==> src/rtl/mbps_pkg.sv <==
// Package for the masked byte pattern search block.
// Holds the request and result structs, configuration layout and shared constants.
// No dependencies.
`timescale 1ns / 1ps

package mbps_pkg;

  // Default sizing of the pattern window and the byte counter.
  localparam int MAX_PATTERN_DEF = 16;
  localparam int OFFSET_BITS_DEF = 32;

  // Fixed field and register widths.
  localparam int BYTE_W         = 8;
  localparam int MATCH_OFFSET_W = 32;
  localparam int PATTERN_BYTES  = 16;
  localparam int HALF_BYTES     = 8;
  localparam int PAT_LEN_W      = 5;
  localparam int CFG_DATA_W     = 64;
  localparam int CFG_INDEX_W    = 8;

  // Configuration register indexes.
  localparam logic [CFG_INDEX_W-1:0] REG_PATTERN_LOW    = 8'd0;
  localparam logic [CFG_INDEX_W-1:0] REG_PATTERN_HIGH   = 8'd1;
  localparam logic [CFG_INDEX_W-1:0] REG_WILDCARD_MASK  = 8'd2;
  localparam logic [CFG_INDEX_W-1:0] REG_PATTERN_LENGTH = 8'd3;

  // Result kinds.
  localparam logic KIND_FOUND     = 1'b0;
  localparam logic KIND_NOT_FOUND = 1'b1;

  // One input request: a byte of the scanned region.
  typedef struct packed {
    logic [BYTE_W-1:0] data_byte;
    logic              last_byte;
  } mbps_in_t;

  // One result.
  typedef struct packed {
    logic                      result_kind;
    logic [MATCH_OFFSET_W-1:0] match_offset;
  } mbps_out_t;

  // Configuration as seen by the search core.
  typedef struct packed {
    logic [PATTERN_BYTES-1:0][BYTE_W-1:0] pattern;
    logic [PATTERN_BYTES-1:0]             wild_mask;
    logic [PAT_LEN_W-1:0]                 pat_len;
  } mbps_cfg_t;

endpackage

==> src/rtl/mbps_cfg.sv <==
// Configuration register file of the masked byte pattern search block.
// Decodes writes to the pattern, wildcard mask and length registers; uses mbps_pkg.
`timescale 1ns / 1ps

module mbps_cfg (
  input  logic                            clk,
  input  logic                            rst_n,
  input  logic                            cfg_we,
  input  logic [mbps_pkg::CFG_INDEX_W-1:0] cfg_index,
  input  logic [mbps_pkg::CFG_DATA_W-1:0]  cfg_data,
  output mbps_pkg::mbps_cfg_t             cfg
);
  import mbps_pkg::*;

  logic [CFG_DATA_W-1:0]    pat_low_r,  pat_low_nxt;
  logic [CFG_DATA_W-1:0]    pat_high_r, pat_high_nxt;
  logic [PATTERN_BYTES-1:0] mask_r,     mask_nxt;
  logic [PAT_LEN_W-1:0]     len_r,      len_nxt;

  // Write decode; an index past the last register is dropped.
  always_comb begin
    pat_low_nxt  = pat_low_r;
    pat_high_nxt = pat_high_r;
    mask_nxt     = mask_r;
    len_nxt      = len_r;
    if (cfg_we) begin
      case (cfg_index)
        REG_PATTERN_LOW:    pat_low_nxt  = cfg_data;
        REG_PATTERN_HIGH:   pat_high_nxt = cfg_data;
        REG_WILDCARD_MASK:  mask_nxt     = cfg_data[PATTERN_BYTES-1:0];
        REG_PATTERN_LENGTH: len_nxt      = cfg_data[PAT_LEN_W-1:0];
        default: ;
      endcase
    end
  end

  // Register state.
  always_ff @(posedge clk) begin
    if (!rst_n) begin
      pat_low_r  <= '0;
      pat_high_r <= '0;
      mask_r     <= '0;
      len_r      <= PAT_LEN_W'(1);
    end else begin
      pat_low_r  <= pat_low_nxt;
      pat_high_r <= pat_high_nxt;
      mask_r     <= mask_nxt;
      len_r      <= len_nxt;
    end
  end

  // Lay the two pattern words out as one byte array, byte 0 lowest.
  for (genvar i = 0; i < HALF_BYTES; i++) begin : g_pat
    assign cfg.pattern[i]              = pat_low_r[BYTE_W*i +: BYTE_W];
    assign cfg.pattern[i + HALF_BYTES] = pat_high_r[BYTE_W*i +: BYTE_W];
  end
  assign cfg.wild_mask = mask_r;
  assign cfg.pat_len   = len_r;

endmodule

==> src/rtl/mbps_core.sv <==
// Search core of the masked byte pattern search block: byte window, byte count,
// found flag and the parallel masked compare. Uses mbps_pkg.
`timescale 1ns / 1ps

module mbps_core #(
  parameter int MAX_PATTERN = mbps_pkg::MAX_PATTERN_DEF,
  parameter int OFFSET_BITS = mbps_pkg::OFFSET_BITS_DEF
) (
  input  logic                 clk,
  input  logic                 rst_n,
  input  logic                 step,
  input  mbps_pkg::mbps_in_t   item,
  input  mbps_pkg::mbps_cfg_t  cfg,
  output logic                 res_valid,
  output mbps_pkg::mbps_out_t  res
);
  import mbps_pkg::*;

  localparam int LEN_W = $clog2(MAX_PATTERN + 1);
  localparam int IDX_W = (MAX_PATTERN > 1) ? $clog2(MAX_PATTERN) : 1;

  logic [MAX_PATTERN-1:0][BYTE_W-1:0] win_r, win_nxt, win_sh;
  logic [OFFSET_BITS-1:0]             seen_r, seen_nxt, seen_inc;
  logic                               done_r, done_nxt;
  logic [LEN_W-1:0]                   act_len;
  logic [LEN_W-1:0]                   age [MAX_PATTERN];
  logic [MAX_PATTERN-1:0]             pos_ok;
  logic [OFFSET_BITS-1:0]             len_ext;
  logic [OFFSET_BITS-1:0]             offset;
  logic                               found;

  // Length in use: zero acts as one, anything past the window as the window.
  always_comb begin
    if (cfg.pat_len == '0) begin
      act_len = LEN_W'(1);
    end else if (cfg.pat_len > PAT_LEN_W'(MAX_PATTERN)) begin
      act_len = LEN_W'(MAX_PATTERN);
    end else begin
      act_len = cfg.pat_len[LEN_W-1:0];
    end
  end

  // Window with the new byte shifted in at age zero.
  for (genvar i = 0; i < MAX_PATTERN; i++) begin : g_shift
    if (i == 0) begin : g_new
      assign win_sh[i] = item.data_byte;
    end else begin : g_old
      assign win_sh[i] = win_r[i-1];
    end
  end

  // Masked compare: pattern position p lines up with the byte of age n-1-p.
  always_comb begin
    for (int p = 0; p < MAX_PATTERN; p++) begin
      age[p]    = act_len - LEN_W'(1) - LEN_W'(p);
      pos_ok[p] = (LEN_W'(p) >= act_len) || cfg.wild_mask[p] ||
                  (win_sh[age[p][IDX_W-1:0]] == cfg.pattern[p]);
    end
  end

  // Saturating byte count and match offset.
  assign seen_inc = (&seen_r) ? seen_r : seen_r + OFFSET_BITS'(1);
  assign len_ext  = OFFSET_BITS'(act_len);
  assign offset   = seen_inc - len_ext;
  assign found    = (seen_inc >= len_ext) && (&pos_ok);

  // Result for the current request.
  always_comb begin
    res_valid = step && !done_r && (found || item.last_byte);
    if (found) begin
      res.result_kind  = KIND_FOUND;
      res.match_offset = MATCH_OFFSET_W'(offset);
    end else begin
      res.result_kind  = KIND_NOT_FOUND;
      res.match_offset = '0;
    end
  end

  // State update; the last byte of a region clears everything.
  always_comb begin
    win_nxt  = win_r;
    seen_nxt = seen_r;
    done_nxt = done_r;
    if (step) begin
      if (!done_r) begin
        win_nxt  = win_sh;
        seen_nxt = seen_inc;
        done_nxt = found;
      end
      if (item.last_byte) begin
        win_nxt  = '0;
        seen_nxt = '0;
        done_nxt = 1'b0;
      end
    end
  end

  always_ff @(posedge clk) begin
    if (!rst_n) begin
      win_r  <= '0;
      seen_r <= '0;
      done_r <= 1'b0;
    end else begin
      win_r  <= win_nxt;
      seen_r <= seen_nxt;
      done_r <= done_nxt;
    end
  end

endmodule

==> src/rtl/masked_byte_pattern_search.sv <==
// Top level of the masked byte pattern search block.
// Input register, search core, result register; uses mbps_pkg, mbps_cfg, mbps_core.
//
//   Channel   Direction  Handshake             Payload
//   in_       request    in_valid / in_ready   mbps_in_t  (data_byte, last_byte)
//   out_      result     out_valid / out_ready mbps_out_t (result_kind, match_offset)
//   cfg_      write      cfg_we                cfg_index, cfg_data
//
// One byte per cycle is sustained while out_ready stays high; a taken request passes
// through the input register, then the window compare into the result register.
// The loop through the byte window and counter holds no register beyond their own.
// Reset is synchronous; no clearing pass is needed.
// While a result waits on out_ready, the input register still holds one more request.
`timescale 1ns / 1ps

module masked_byte_pattern_search #(
  parameter int MAX_PATTERN = mbps_pkg::MAX_PATTERN_DEF,
  parameter int OFFSET_BITS = mbps_pkg::OFFSET_BITS_DEF
) (
  input  logic                             clk,
  input  logic                             rst_n,
  input  logic                             in_valid,
  output logic                             in_ready,
  input  mbps_pkg::mbps_in_t               in_data,
  output logic                             out_valid,
  input  logic                             out_ready,
  output mbps_pkg::mbps_out_t              out_data,
  input  logic                             cfg_we,
  input  logic [mbps_pkg::CFG_INDEX_W-1:0] cfg_index,
  input  logic [mbps_pkg::CFG_DATA_W-1:0]  cfg_data
);
  import mbps_pkg::*;

  mbps_in_t  in_r;
  logic      in_vld_r, in_vld_nxt;
  mbps_out_t out_r;
  logic      out_vld_r, out_vld_nxt;
  logic      advance;
  logic      res_valid;
  mbps_out_t res;
  mbps_cfg_t cfg;

  // A held request moves on when the result register is free or being emptied.
  assign advance  = in_vld_r && (!out_vld_r || out_ready);
  assign in_ready = !in_vld_r || advance;

  // Input register.
  assign in_vld_nxt = in_ready ? in_valid : in_vld_r;

  always_ff @(posedge clk) begin
    if (!rst_n) begin
      in_vld_r <= 1'b0;
    end else begin
      in_vld_r <= in_vld_nxt;
    end
  end

  always_ff @(posedge clk) begin
    if (in_valid && in_ready) begin
      in_r <= in_data;
    end
  end

  // Configuration registers.
  mbps_cfg u_cfg (
    .clk       (clk),
    .rst_n     (rst_n),
    .cfg_we    (cfg_we),
    .cfg_index (cfg_index),
    .cfg_data  (cfg_data),
    .cfg       (cfg)
  );

  // Window compare and region state.
  mbps_core #(
    .MAX_PATTERN (MAX_PATTERN),
    .OFFSET_BITS (OFFSET_BITS)
  ) u_core (
    .clk       (clk),
    .rst_n     (rst_n),
    .step      (advance),
    .item      (in_r),
    .cfg       (cfg),
    .res_valid (res_valid),
    .res       (res)
  );

  // Result register.
  always_comb begin
    if (advance) begin
      out_vld_nxt = res_valid;
    end else if (out_ready) begin
      out_vld_nxt = 1'b0;
    end else begin
      out_vld_nxt = out_vld_r;
    end
  end

  always_ff @(posedge clk) begin
    if (!rst_n) begin
      out_vld_r <= 1'b0;
    end else begin
      out_vld_r <= out_vld_nxt;
    end
  end

  always_ff @(posedge clk) begin
    if (advance && res_valid) begin
      out_r <= res;
    end
  end

  assign out_valid = out_vld_r;
  assign out_data  = out_r;

  // A not-found result never carries an offset.
  assert property (@(posedge clk) disable iff (!rst_n)
    out_valid && (out_data.result_kind == KIND_NOT_FOUND) |-> out_data.match_offset == '0)
    else $error("not-found result with nonzero offset");

  // A held request is never stuck behind an empty result register.
  assert property (@(posedge clk) disable iff (!rst_n)
    in_vld_r && !out_vld_r |-> advance && in_ready)
    else $error("held request not advanced into free result register");

  // No result is presented right after reset.
  assert property (@(posedge clk) !rst_n |=> !out_valid)
    else $error("result valid after reset");

endmodule

==> config.mk <==
export PLATFORM = sky130hd
export DESIGN_NAME = masked_byte_pattern_search
export DESIGN_NICKNAME = d
export VERILOG_FILES = /design/src/rtl/mbps_pkg.sv /design/src/rtl/mbps_cfg.sv /design/src/rtl/mbps_core.sv /design/src/rtl/masked_byte_pattern_search.sv
export SDC_FILE = /design/constraint.sdc
export NUM_CORES = 1
export LEC_CHECK = 0
export ABC_CLOCK_PERIOD_IN_PS = 8000
export BUFFER_PORTS_ARGS = -buffer_cell sky130_fd_sc_hd__buf_2
export CELL_PAD_IN_SITES_DETAIL_PLACEMENT = 0
export CELL_PAD_IN_SITES_GLOBAL_PLACEMENT = 1
export CORE_MARGIN = 2
export CORE_UTILIZATION = 43
export DETAILED_ROUTE_END_ITERATION = 10
export HOLD_SLACK_MARGIN = 0.03
export PLACE_DENSITY_LB_ADDON = 0.1
export SYNTH_ARGS = -nofsm -noshare
export SYNTH_HDL_FRONTEND = slang
export SYNTH_SLANG_ARGS = --single-unit
==> constraint.sdc <==
create_clock -name clk -period 8 [get_ports clk]
set_clock_uncertainty 0.1 [all_clocks]
set_input_delay 1.6 -clock clk [delete_from_list [all_inputs] [get_ports clk]]
set_output_delay 1.6 -clock clk [all_outputs]
set_load 0.05 [all_outputs]
==> impl_results.md <==
- Status: complete, no violations
- Mapped Nets: 2904
- Synth Instances: 2797
- Library cells used by synthesis: 82
- Yosys top cell by area: dfxtp_1
- Worst Tran Pin Value: 1.277 ns
- Critical path fanouts, max: 36
- Cts repair resizes: 0
- Max-slew violations: 0
- Final setup viols: 0
- CTS tree: yes
- Core ar.: 54770 µm²
- Antenna fix cells: 0
- Largest net degree at the start of global routing: 150
- Most used cell, CP: buf_4
- Clock Sinks: 346
- Initial Util: 0.4324
- Layout area overhead: 10.16%
- First DRT Iteration DRCs: 2547
- Die H: 238.7 µm
- DP HPWL: 66.40 mm
- Reg clk slew, reported paths: 0.06 ns
- Top cells by count, synth: nand2_1, dfxtp_1, nor2_1
- Rows: 86
- P per Cell Area: 152.2 nW/µm²
- Vias in the first global route: 20780
- Seq cells post-synth: 346
- Leak pwr: 0.009184 µW
- Synth Warn #: 0
- F_max: 139.9 MHz
- GRT Overall Usage: 0.3205
- Initial antenna violation count: 2
- Slowest CP cell: xnor2_4
- Hold_buf cts: 0
- Final core utilization: 0.4763
- Period utilization: 0.8937
- VDD IR max: 172.2 µV
- # DRC: 0
- IO Port Bufs: 120
- WS Path Type: reg2reg
- Clock Path Buffers: 3
- Crit-path max cell delay: 0.67 ns
- Die X-Extent: 238.7 µm
- CP Buf/Inv Count: 6
- Vias per cell: 6.430
- Top_reg_cell synth: dfxtp_1
- Cells along the critical path: or4_4 -> nand2_4 -> clkinv_2 -> ha_1 -> xnor2_1 -> buf_4 -> inv_1 -> ha_1 -> inv_1 -> xnor2_4 -> mux4_2 -> xor2_1 -> nor4_1 -> a221oi_1 -> nor3_1 -> nand3_1 -> or4_1 -> buf_4 -> a211oi_4 -> buf_4
- Most common cell in the synthesized netlist: nand2_1
- Crit end category: register
- Avg Synthesized Cell Area: 8.467 µm²
- TritonCTS buffer count: 42
- Worst-skew pair later-pin latency: 0.58 ns
- WL/cell: 26.41 µm
- Post-synth ARST share: 0
- Pre-antenna DRT Iters: 6
- Final antenna-violating net count: 0
- Number of synthesized flops with an enable pin: 42
- Number of max-cap violations: 0
- CTS HTree Levels: 2
- Slew headroom: 0.1484
- GPL Wtd Cong: 1.013
- CP arrival: 7.31 ns
- Type of the worst min-delay path: reg2reg
- Final Hold Vio Count: 0
- Nets@finish: 2882
- Seq/Total Area, Yosys: 0.3102
- Die area: 56970 µm²
- Top post-synthesis cells by area: dfxtp_1, mux4_2, nand2_1, edfxtp_1, a22oi_1
- Startpoint types: register
- Mapped Area: 23680 µm²
- Fill cells: 5245
- Via count: 22570
- RSZ-0062 raised after global routing: no
- Final TNS setup: 0 ns
- Delay-heaviest family, CP: simple AND/OR/NAND/NOR gates
- Ports: 121
- Detailed Route WL: 92.69 mm
- First-pass GRT wire length: 138.3 mm
- Min cycle time layout: 7.149 ns
- Worst EP required: 8.16 ns
- Share of layout cells above drive strength 1: 0.1575
- Post-CTS setup buffer count: 0
- Post-synth top area share: 0.2570
- Root buf cell: clkbuf_16
- Grt total ovfl: 0
## report_power, final
part / internal [µW] / switching [µW]
clock: 1200 / 805
sequential: 1760 / 13.2
combinational: 59.8 / 132
total: 3020 / 950
## metrics by stage
| stage | area [µm²] | total power [µW] | hold slack (ns) | cells | setup WS, ns |
|---|---|---|---|---|---|
| 5_1_grt | 26090 | 4088 | 0.3849 | 3510 | 0.5656 |
| 3_3_place_gp | 24650 | 2001 | 0.3515 | 3435 | 1.126 |
| 2_1_floorplan | 23690 | 1923 | 0.3354 | 2797 | 0.3180 |
| 4_1_cts | 26090 | 4005 | 0.3671 | 3510 | 0.9216 |
| 3_5_place_dp | 24650 | 2004 | 0.3573 | 3435 | 0.9583 |
| 6_report | 26090 | 3971 | 0.3661 | 3510 | 0.8506 |
## area by class of cell
class,instances,area [µm²],area share
repair buffers,169,968.4,0.03712
well taps,704,880.8,0.03376
inverters,23,95.09,0.003645
clock buffers,61,1266,0.04853
multi-input cells,2193,15360,0.5886
clock inverters,14,168.9,0.006475
flip-flops and latches,346,7353,0.2819
## routing by layer
metal	up-vias	track usage	share of wire	wire, µm
li1	10170	-	-	-
met1	11150	0.4322	0.42	38590
met2	1059	0.4975	0.45	41620
met3	189	0.06536	0.087	8036
met4	4	0.1396	0.048	4418
met5	-	0	0.00024	22
## flip-flops by register name, indices dropped and copies added (netlist names)
name,count
u_core.seen_r,32
u_core.done_r,1
u_cfg.len_r,5
u_cfg.pat_high_r,64
in_r,9
out_data,33
u_core.win_r,120
out_valid,1
u_cfg.pat_low_r,64
in_vld_r,1
u_cfg.mask_r,16
## path summary, 6_finish.rpt
path	depth (start not counted)	from	end	slack (ns)
min reg2reg	2	u_cfg.pat_high_r[15]$_SDFFE_PN0P_	u_cfg.pat_high_r[15]$_SDFFE_PN0P_	0.37
max reg2reg	20	u_cfg.len_r[4]$_SDFFE_PN0P_	out_data[14]$_SDFFCE_PN0P_	0.85
max	20	u_cfg.len_r[4]$_SDFFE_PN0P_	out_data[14]$_SDFFCE_PN0P_	0.85
min	2	u_cfg.pat_high_r[15]$_SDFFE_PN0P_	u_cfg.pat_high_r[15]$_SDFFE_PN0P_	0.37
## logic make-up after synthesis
kind of cell	Yosys count	share of synthesized area
buffers and inverters	258	0.04401
XOR/XNOR	183	0.06879
AND/OR/NAND/NOR	1024	0.1897
AO/OA/AOI/OAI	685	0.1857
multiplexers	280	0.1902
adder cells (fa/ha/maj)	21	0.01141
flip-flops	346	0.3102
## worst reg2reg max path: cells and delay by family (launching register included)
family                   cells  cell delay (ns)
AND/OR/NAND/NOR              6             2.23
buffers and inverters        6             1.40
XOR/XNOR                     3             0.97
multiplexers                 1             0.62
adder cells (fa/ha/maj)      2             0.55
flip-flops                   1             0.48
AO/OA/AOI/OAI                2             0.47
## cell usage in the layout, fill, tap and decap left out, types with 49 or more instances in the layout
cell,count
a31oi_1,66
o21ai_0,85
a22oi_1,167
nand3_1,74
a21oi_1,219
xor2_1,83
dfxtp_1,301
xnor2_1,97
mux2i_1,108
nand2_1,441
mux4_2,132
buf_4,49
nor2_1,293
buf_2,120
(Power assumes the default switching activity.)
